===== src/hw/rtl/efd_pkg.sv =====
// ---------------------------------------------------------------------------
// efd_pkg: shared types and constants
// Framing bytes, op codes between front and back, and the result item type.
// ---------------------------------------------------------------------------
package efd_pkg;

	localparam int BODY_CAPACITY_DEF = 256;
	localparam int MIN_BODY          = 10;
	localparam int FIXED_SPAN        = 8;
	localparam int CSUM_SPAN         = 2;
	localparam int QUEUE_DEPTH       = 2;

	localparam logic [7:0] HDR_FIRST  = 8'hAA;
	localparam logic [7:0] HDR_SECOND = 8'h55;
	localparam logic [7:0] TAIL_MARK  = 8'h7E;
	localparam logic [7:0] ESC_MARK   = 8'h7D;
	localparam logic [7:0] ESC_XOR    = 8'h20;

	typedef enum logic [1:0] {
		OP_STORE = 2'd0,
		OP_TAIL  = 2'd1,
		OP_ABORT = 2'd2
	} op_kind_t;

	localparam logic [2:0] ST_OK        = 3'd0;
	localparam logic [2:0] ST_TOO_SHORT = 3'd1;
	localparam logic [2:0] ST_LEN_SHORT = 3'd2;
	localparam logic [2:0] ST_CSUM_BAD  = 3'd3;
	localparam logic [2:0] ST_OVERFLOW  = 3'd4;

	typedef struct packed {
		logic       result_kind;
		logic [7:0] body_value;
		logic [7:0] body_index;
		logic [2:0] frame_status;
		logic [7:0] frame_command;
		logic [7:0] frame_subcommand;
		logic [7:0] frame_data_length;
		logic [8:0] frame_body_length;
	} res_t;

endpackage


===== src/hw/rtl/efd_back.sv =====
// ---------------------------------------------------------------------------
// efd_back: frame field capture, running checksum and verdict
// Executes one op per cycle while op_take is high and forms one result item per op.
// ---------------------------------------------------------------------------
module efd_back #(
	parameter int CW = 9
) (
	input  logic              clk,
	input  logic              arst_n,
	input  logic              op_take,
	input  efd_pkg::op_kind_t op_kind,
	input  logic [7:0]        op_value,
	input  logic [CW-1:0]     op_count,
	output efd_pkg::res_t     res
);

	logic [15:0] pl_q, sum_q, rc_q;
	logic [7:0]  cmd_q, sub_q;

	logic        first;
	logic [15:0] pl_b, sum_b, rc_b, pl_n, sum_n, rc_n;
	logic [7:0]  cmd_b, sub_b, cmd_n, sub_n;
	logic [16:0] idx;
	logic [16:0] sum_end;
	logic [17:0] need_len;
	logic        is_store;

	assign is_store = (op_kind == efd_pkg::OP_STORE);
	assign idx      = 17'(op_count);
	assign first    = (idx == '0);
	assign pl_b     = first ? '0 : pl_q;
	assign sum_b    = first ? '0 : sum_q;
	assign rc_b     = first ? '0 : rc_q;
	assign cmd_b    = first ? '0 : cmd_q;
	assign sub_b    = first ? '0 : sub_q;

	always_comb begin
		pl_n = pl_b;
		if (idx == 17'd2) pl_n = {pl_b[15:8], op_value};
		if (idx == 17'd3) pl_n = {op_value, pl_b[7:0]};
		sum_end = 17'(efd_pkg::FIXED_SPAN) + {1'b0, pl_n};
		cmd_n = (idx == 17'd1) ? op_value : cmd_b;
		sum_n = (idx < sum_end) ? sum_b + {8'd0, op_value} : sum_b;
		sub_n = (idx == 17'(efd_pkg::FIXED_SPAN) && pl_n != '0) ? op_value : sub_b;
		rc_n  = rc_b;
		if (idx == sum_end) rc_n = {rc_b[15:8], op_value};
		if (idx == sum_end + 17'd1) rc_n = {op_value, rc_b[7:0]};
	end

	assign need_len = 18'(efd_pkg::FIXED_SPAN + efd_pkg::CSUM_SPAN) + {2'b0, pl_q};

	always_comb begin
		res = '0;
		unique case (op_kind)
			efd_pkg::OP_STORE: begin
				res.body_value = op_value;
				res.body_index = 8'(op_count);
			end
			efd_pkg::OP_TAIL: begin
				res.result_kind       = 1'b1;
				res.frame_body_length = 9'(op_count);
				if (17'(op_count) < 17'(efd_pkg::MIN_BODY)) begin
					res.frame_status = efd_pkg::ST_TOO_SHORT;
				end else if (18'(op_count) < need_len) begin
					res.frame_status = efd_pkg::ST_LEN_SHORT;
				end else if (sum_q != rc_q) begin
					res.frame_status = efd_pkg::ST_CSUM_BAD;
				end else begin
					res.frame_status  = efd_pkg::ST_OK;
					res.frame_command = cmd_q;
					if (pl_q != '0) begin
						res.frame_subcommand  = sub_q;
						res.frame_data_length = 8'(pl_q - 16'd1);
					end
				end
			end
			efd_pkg::OP_ABORT: begin
				res.result_kind       = 1'b1;
				res.frame_status      = efd_pkg::ST_OVERFLOW;
				res.frame_body_length = 9'(op_count);
			end
			default: begin
				res = '0;
			end
		endcase
	end

	always_ff @(posedge clk or negedge arst_n) begin
		if (!arst_n) begin
			pl_q  <= '0;
			sum_q <= '0;
			rc_q  <= '0;
			cmd_q <= '0;
			sub_q <= '0;
		end else if (op_take && is_store) begin
			pl_q  <= pl_n;
			sum_q <= sum_n;
			rc_q  <= rc_n;
			cmd_q <= cmd_n;
			sub_q <= sub_n;
		end
	end

	a_store_kind: assert property (@(posedge clk) disable iff (!arst_n)
		(op_take && is_store) |-> !res.result_kind)
		else $error("store op gave a verdict");
	a_ok_len: assert property (@(posedge clk) disable iff (!arst_n)
		(op_take && op_kind == efd_pkg::OP_TAIL && res.frame_status == efd_pkg::ST_OK)
		|-> (18'(op_count) >= need_len))
		else $error("ok verdict on short body");
	a_state_hold: assert property (@(posedge clk) disable iff (!arst_n)
		!$past(op_take && is_store) |-> $stable(sum_q))
		else $error("checksum moved without a store");

endmodule


===== config.mk =====
export PLATFORM = sky130hd
export DESIGN_NAME = efd_back
export DESIGN_NICKNAME = d
export VERILOG_FILES = /design/src/hw/rtl/efd_pkg.sv /design/src/hw/rtl/efd_back.sv
export SDC_FILE = /design/constraint.sdc
export NUM_CORES = 1
export LEC_CHECK = 0
export BUFFER_PORTS_ARGS = -buffer_cell sky130_fd_sc_hd__clkbuf_2
export CAP_MARGIN = 15
export CORE_MARGIN = 8
export CORE_UTILIZATION = 50
export CTS_CLUSTER_SIZE = 25
export DETAILED_ROUTE_END_ITERATION = 8
export PLACE_DENSITY = 0.7
export REMOVE_ABC_BUFFERS = 1
export SLEW_MARGIN = 10
export SYNTH_ARGS = -nofsm -noshare
export SYNTH_HDL_FRONTEND = slang
export SYNTH_SLANG_ARGS = --single-unit

===== constraint.sdc =====
create_clock -name clk -period 6.2 [get_ports clk]
set_input_delay 0.31 -clock clk [delete_from_list [all_inputs] [get_ports clk]]
set_output_delay 0.31 -clock clk [all_outputs]
set_load 0.005 [all_outputs]

==> results.cfg <==
[run_status]
status = complete, no violations

[worst_setup_path]
cp-end-kind = register
crit_required_ns = 6.42
path_max_fanout = 18
critical_path.startpoint_type = input pin
r2r_setup_slack_ns = 2.13
r2r-start = pl_q[3]$_DFFE_PN0P_
endpoint = sum_q[7]$_DFFE_PN0P_
arrival_ns = 5.02
path_class = input pin to register
reg2regPathDepth = 12
startpoint = op_count[0]
r2r-end = sum_q[7]$_DFFE_PN0P_

[synth]
synth_flop_cell = dfrtp_1
synth_top_cell_by_area = dfrtp_1
yosysSeqAreaShare_pct = 28.3
syn-instance-count = 680
ys_warn_count = 0
yosysUniqueCellTypes = 71
synthTopCellsByArea = dfrtp_1, ha_1, xnor2_1, nand2_1, and2_1
synth_edf_count = 0
synth_area_um2 = 5670
syn-mean-instance-area_um2 = 8.33
ys_ff_latch = 64
synth_top_area_share_pct = 28.3
async_flop_share_pct = 100

[sta]
final_max_slew_viol_count = 0
rsz0062_at_grt = no
setup_violations = 0
tightest_slew_ns = 1.02
hold_violations = 0
fin_tns_setup_ns = 0
fin_crit_sh_pct = 77.5
final.min_clock_period_ns = 4.80
relSlewSlack_pct = 31.6
max_freq_mhz = 208
fin_skew_ns = 0.00647

[global_route]
met2_usage_pct = 36.7
antenna_found_initial = 1
met1_usage_pct = 33.5
grt_util_met3_pct = 4.83
grt_pass1_wl_um = 28200
track_usage_pct = 23.8
grt_start_max_net_pins = 65
grt_pass1_vias = 5124
grt_overflow = 0
grt-busiest-layer = met2

[drt]
dr.pass1.iters = 5
drtIter0Drc = 414
totalWireLength_um = 17600
viasPerCell = 6.06
drc_errors = 0
wl_per_cell_um = 19.9
dr_total_vias = 5349
drtAntennaViolNets = 0

[clocking]
cts_num_sinks = 64
hold_buffers = 0
clk_latency_ns = 0.33
postCtsSetupBuffers = 0
path_clk_slew_ns = 0.06
cts-resized-gates = 0
cts_tree = yes
clock_path_buffers = 2
htreeDepth = 3
ctsRootBufferMaster = clkbuf_16
cts_buffers = 9

[run]
maxCapViolCount = 0

[place]
numPortBuffers = 74
hpwlAfterDp_um = 13200
placed_cells = 867
place_congestion = 0.924

[floorplan]
io_pins = 75
initial_core_util_pct = 50.5
dieArea_um2 = 15000
core.rowCount = 39
core-area_um2 = 11200
die_x_um = 122
die_h_um = 122

[finish]
layout_common_cells = clkbuf_2, nand2_1, dfrtp_1, inv_1, and2_1
nets = 795
utilization_pct = 57.3
layout_commonest_cell = clkbuf_2
drive_above_1_share_pct = 16.2
synthToLayoutAreaGrowth_pct = 13.5
n_antenna_cell = 0
layoutNonFillerInstCount = 883

[power]
power_density_nw_per_um2 = 248
peakVddDrop_mv = 0.194
leakage_nw = 2.82
power_mw = 1.59

[hold_path]
hold_class = input pin to async pin
==> how the worst min path moves through the flow <==
stage                               startpoint                    to  slack, ns  cells past startpoint
after global routing                    arst_n  cmd_q[7]$_DFFE_PN0P_       0.23                      2
after detailed placement  cmd_q[4]$_DFFE_PN0P_  cmd_q[4]$_DFFE_PN0P_       0.49                      2
final                                   arst_n   rc_q[2]$_DFFE_PN0P_       0.16                      2
after floorplan                         arst_n  cmd_q[0]$_DFFE_PN0P_       0.01                      0
after global placement    cmd_q[6]$_DFFE_PN0P_  cmd_q[6]$_DFFE_PN0P_       0.48                      2
after CTS                               arst_n   rc_q[2]$_DFFE_PN0P_       0.18                      2
==> cell type report <==
class | count | area, um^2
repair buffers | 80 | 415
inverters | 43 | 161
clock buffers | 9 | 225
clock inverters | 7 | 103
fillers | 1049 | 4790
multi-input cells | 537 | 3750
well taps | 143 | 179
flip-flops and latches | 64 | 1600
==> stage by stage <==
step / hold WS (ns) / cell area [um^2] / setup slack, ns
global route: 0.228 / 6430 / 0.901
detailed placement: 0.494 / 6110 / 1.12
floorplan: 0.0144 / 5510 / 1.92
global placement: 0.484 / 6110 / 1.31
CTS: 0.180 / 6430 / 1.45
finish: 0.158 / 6430 / 1.40
==> state kept, by name (all words and copies together), names as in the netlist <==
| signal | cells |
|---|---|
| sum_q | 16 |
| rc_q | 16 |
| sub_q | 8 |
| pl_q | 16 |
| cmd_q | 8 |
==> per-layer routing <==
layer,vias up,share of wire (%)
li1,2550,-
met3,19,6.6
met4,2,1.4
met2,187,45
met5,-,0.057
met1,2591,47
==> cells in the mapped netlist, drive strengths merged, types with 4 or more instances <==
| master | n |
|---|---|
| o311ai | 5 |
| dfrtp | 64 |
| o31ai | 6 |
| nor2 | 37 |
| nand2b | 9 |
| nor3b | 8 |
| a21oi | 22 |
| and2 | 41 |
| nand3 | 23 |
| inv | 42 |
| clkbuf | 27 |
| nor2b | 8 |
| mux2i | 22 |
| and3 | 5 |
| buf | 9 |
| a221oi | 4 |
| or3 | 6 |
| nand4 | 15 |
| a21boi | 5 |
| o211ai | 7 |
| xnor2 | 38 |
| ha | 37 |
| and4 | 4 |
| xor2 | 10 |
| a22o | 17 |
| nor4 | 15 |
| nor3 | 20 |
| or4 | 4 |
| a21o | 9 |
| o21ai | 43 |
| nand2 | 69 |
==> cells by family (layout without fill, tap and decap cells) <==
group / after synthesis / after routing / share of synthesized area (%)
AND/OR/NAND/NOR: 280 / 280 / 27.0
buffers and inverters: 79 / 139 / 5.70
flip-flops: 64 / 64 / 28.3
XOR/XNOR: 50 / 50 / 8.24
adder cells (fa/ha/maj): 38 / 38 / 8.52
multiplexers: 25 / 25 / 4.48
AO/OA/AOI/OAI: 144 / 144 / 17.8
==> where the power goes <==
group | switching, mW | internal, mW
logic | 0.295 | 0.218
clock network | 0.202 | 0.356
registers | 0.0631 | 0.458
total | 0.560 | 1.03
==> worst max-delay path, cell delays in order <==
cell	delay (ns)
clkbuf_2	0.26
nor4_2	0.58
nand2_1	0.45
a21oi_1	0.49
inv_1	0.14
ha_1	0.33
o21ai_1	0.37
a21boi_0	0.45
inv_1	0.09
ha_1	0.28
nand2_1	0.06
a21oi_1	0.25
o2111a_1	0.52
nor2_1	0.18
a22o_1	0.26
Note: power is estimated with default switching activity, not from simulation.
